===== config.mk =====
export PLATFORM = sky130hd
export DESIGN_NAME = fba_ram
export DESIGN_NICKNAME = d
export VERILOG_FILES = /design/src/sv/fba_ram.sv
export SDC_FILE = /design/constraint.sdc
export NUM_CORES = 2
export LEC_CHECK = 0
export BUFFER_PORTS_ARGS = -buffer_cell sky130_fd_sc_hd__buf_2
export CORE_ASPECT_RATIO = 0.5
export CORE_MARGIN = 2
export CORE_UTILIZATION = 40
export DETAILED_ROUTE_END_ITERATION = 8
export GPL_TIMING_DRIVEN = 0
export SETUP_SLACK_MARGIN = 0.5
export SKIP_CTS_REPAIR_TIMING = 1
export SYNTH_ARGS = -nofsm -noshare
export SYNTH_HDL_FRONTEND = slang
export SYNTH_SLANG_ARGS = --single-unit

===== constraint.sdc =====
create_clock -name i_clk -period 5.9 [get_ports i_clk]
set_input_delay 0.59 -clock i_clk [delete_from_list [all_inputs] [get_ports i_clk]]
set_output_delay 0.59 -clock i_clk [all_outputs]
set_load 0.01 [all_outputs]

===== src/sv/fba_ram.sv =====
// ----------------------------------------------------------------------------
// fba_ram
// simple dual-port synchronous ram, one write and one registered read port
// ----------------------------------------------------------------------------
module fba_ram #(
    parameter int DEPTH = 128,
    parameter int WIDTH = 32
) (
    input  logic                     i_clk,
    input  logic                     i_wr_en,
    input  logic [$clog2(DEPTH)-1:0] i_wr_addr,
    input  logic [WIDTH-1:0]         i_wr_data,
    input  logic                     i_rd_en,
    input  logic [$clog2(DEPTH)-1:0] i_rd_addr,
    output logic [WIDTH-1:0]         o_rd_data
);

    logic [WIDTH-1:0] r_mem [DEPTH];

    always_ff @(posedge i_clk) begin
        if (i_wr_en) begin
            r_mem[i_wr_addr] <= i_wr_data;
        end
    end

    always_ff @(posedge i_clk) begin
        if (i_rd_en) begin
            o_rd_data <= r_mem[i_rd_addr];
        end
    end

endmodule


==> flow_summary.json <==
{
  "hold_viol_final": 0,
  "final_max_slew_viol_count": 22,
  "post-synth-top-count-cell": "edfxtp_1",
  "critPathLaunchType": "primary input",
  "crit_buf_inv": 4,
  "drcViolationCount": 0,
  "power.switching_mw": 12.9,
  "grt_max_degree": 100,
  "clk_pin_slew_ps": 70,
  "clk_path_buf_depth": 4,
  "final_antenna_net_count": 0,
  "syn_area_per_cell_sq_um": 26.1,
  "core_area_sq_um": 390000,
  "slew_headroom_pct": -4.69,
  "worstSetupPathType": "in -> reg",
  "routed_wl_microns": 419000,
  "p_leak_nw": 54.6,
  "first_global_vias": 69600,
  "crit_family": "buffers and inverters",
  "cts_buffers": 384,
  "synth_fp_nets": 6039,
  "clock_skew_ps": 31.0,
  "dr.pass1.iters": 6,
  "syn_to_final_growth_pct": 15.4,
  "synthFlopType": "edfxtp_1",
  "io_pins": 81,
  "cts_sinks": 4128,
  "power.density_nw_per_um2": 333,
  "combPwrFrac_pct": 5.7,
  "die_h_microns": 446,
  "rows": 162,
  "grt_first_pass_wirelength_microns": 573000,
  "viasPerCell": 5.89,
  "fin_area_sq_um": 181000,
  "synth.ff_latch_count": 4128,
  "period_share_pct": 80.6,
  "clock_power_share_pct": 40.3,
  "grt_use_total_pct": 20.7,
  "crit_arrival_ps": 5410,
  "worst_pin_slew_ps": 1570,
  "dieArea_sq_um": 397000,
  "whs_path_depth": 1,
  "placed_cell_area_sq_um": 169000,
  "whs_ps": 95.8,
  "synth_seq_area_share_pct": 79.2,
  "synth_edf_count": 4128,
  "gp_congestion": 0.902,
  "cts_max_level": 5,
  "synth_area_leader_cell": "edfxtp_1",
  "synth_cell_types": 16,
  "ys_top_cells_by_count": "4128 x edfxtp_1, 1344 x mux4_2, 182 x clkbuf_1, 122 x nor2_1, 79 x buf_2",
  "setup_tns_ps": 0,
  "async_reset_ff_share_pct": 0,
  "vias": 71900,
  "synth_area_sq_um": 157000,
  "crit_path_top_delay_cell": "clkbuf_1",
  "dpl.hpwl_microns": 287000,
  "fin_util_pct": 46.4,
  "drt-initial-drc-count": 10700,
  "crit_required_ps": 6560,
  "p_int_mw": 47.2,
  "grt_overflow_total": 0,
  "crit_chain": "clkbuf_1 -> buf_2 -> clkbuf_1 -> clkbuf_1 -> mux4_2 -> mux4_2 -> mux4_2 -> mux2_2",
  "cts_tree": "done",
  "period_minus_slack_ps": 4760,
  "violations": "max-capacitance violations, max-slew violations",
  "post_drt_wl_per_cell_microns": 34.3,
  "crit_fanout": 10,
  "p_sw_share_pct": 21.4,
  "clock_latency_ps": 930,
  "placedCellCount": 11500,
  "endpoint_kind": "register",
  "root_buffer": "clkbuf_16",
  "rsz0062_at_grt": "no",
  "seqPwrFrac_pct": 54.0,
  "yosysTopAreaCellShare_pct": 79.2,
  "antenna_found_initial": 77,
  "layout-drive-gt1-share_pct": 34.3,
  "hold_class": "in -> reg",
  "instances_no_fill": 12200,
  "synth_cells": 5990,
  "synth_area_leaders": "edfxtp_1 79%, mux4_2 19%, clkbuf_1 0.44%",
  "die_w_microns": 889,
  "io_buffers": 69,
  "fmax_ghz": 0.210,
  "setup_viol": 0,
  "critPathMaxStageDelay_ps": 1140,
  "rr_worst_depth": 4,
  "status": "finished, violations left",
  "max_cap_viol_count": 2,
  "initial_core_util_pct": 40.2,
  "peakVddDrop_mv": 0.266,
  "nets": 6686,
  "cp.depth": 8,
  "yosysWarnings": 0
}
power by group through the flow:
stage                     combinational [mW]  sequential (mW)  clock [mW]
after global routing                    3.57             32.4        25.6
after floorplan                         1.56             33.1           0
final                                   3.45             32.4        24.2
after detailed placement                3.41             33.1           0
after CTS                               3.42             32.4        24.5
after global placement                  3.24             33.1           0
cell type report:
| class | instances | area, sq um |
|---|---|---|
| multi-input cells | 1546 | 32300 |
| repair buffers | 261 | 4510 |
| well taps | 5248 | 6570 |
| flip-flops and latches | 4128 | 124000 |
| diodes | 36 | 90.1 |
| clock buffers | 483 | 10200 |
| plain buffers | 316 | 1350 |
| fillers | 31500 | 209000 |
| clock inverters | 199 | 1720 |
worst register-to-register path: cells and delay by family, from the launching register on:
| family | cells | cell delay, ps |
|---|---|---|
| flops | 1 | 360 |
| mux | 4 | 2280 |
metal layers:
metal | vias to the layer above | track usage (%) | routed length [microns]
met5 | - | 0 | 270
met3 | 511 | 5.77 | 47900
li1 | 27800 | - | -
met1 | 39800 | 31.3 | 175000
met2 | 3822 | 30.3 | 185000
met4 | 20 | 4.84 | 10900
sequential cells by signal, summed over array words and instances (netlist names):
name / flops
r_mem: 4096
o_rd_data: 32
stage by stage:
stage	worst slack (ps)	total power, mW
after floorplan	2070	34.6
after global placement	-2550	36.4
after detailed placement	226	36.5
after CTS	1210	60.3
after global routing	1160	61.6
final	1140	60.1
cell families (layout without fill, tap and decap cells):
kind of cell           after synthesis  count (layout)  share of synthesized area (%)
flip-flops                        4128            4128                           79.2
multiplexers                      1376            1376                           19.6
buffers and inverters              316            1259                          0.837
AND/OR/NAND/NOR                    170             170                          0.445
other                                0              36                              0
placed cells by master, fill, tap and decap left out, types with 36 or more instances in the layout:
cell       instances
clkbuf_1         246
mux4_2          1344
clkbuf_16        396
buf_12            89
buf_2            120
nor2_4           119
buf_16            69
diode_2           36
clkinv_2          54
edfxtp_1        4128
buf_1             46
buf_6             37
clkinv_1          95
path summary, 6_finish.rpt:
kind | from | endpoint | slack [ps]
worst max register to register | r_mem[127][17] | o_rd_data[17] | 3010
worst max-delay path | i_rd_addr[2] | o_rd_data[17] | 1140
worst min-delay path | i_wr_data[16] | r_mem[104][16] | 100
worst min register to register | r_mem[62][23] | o_rd_data[23] | 1250
(Power assumes the default switching activity.)
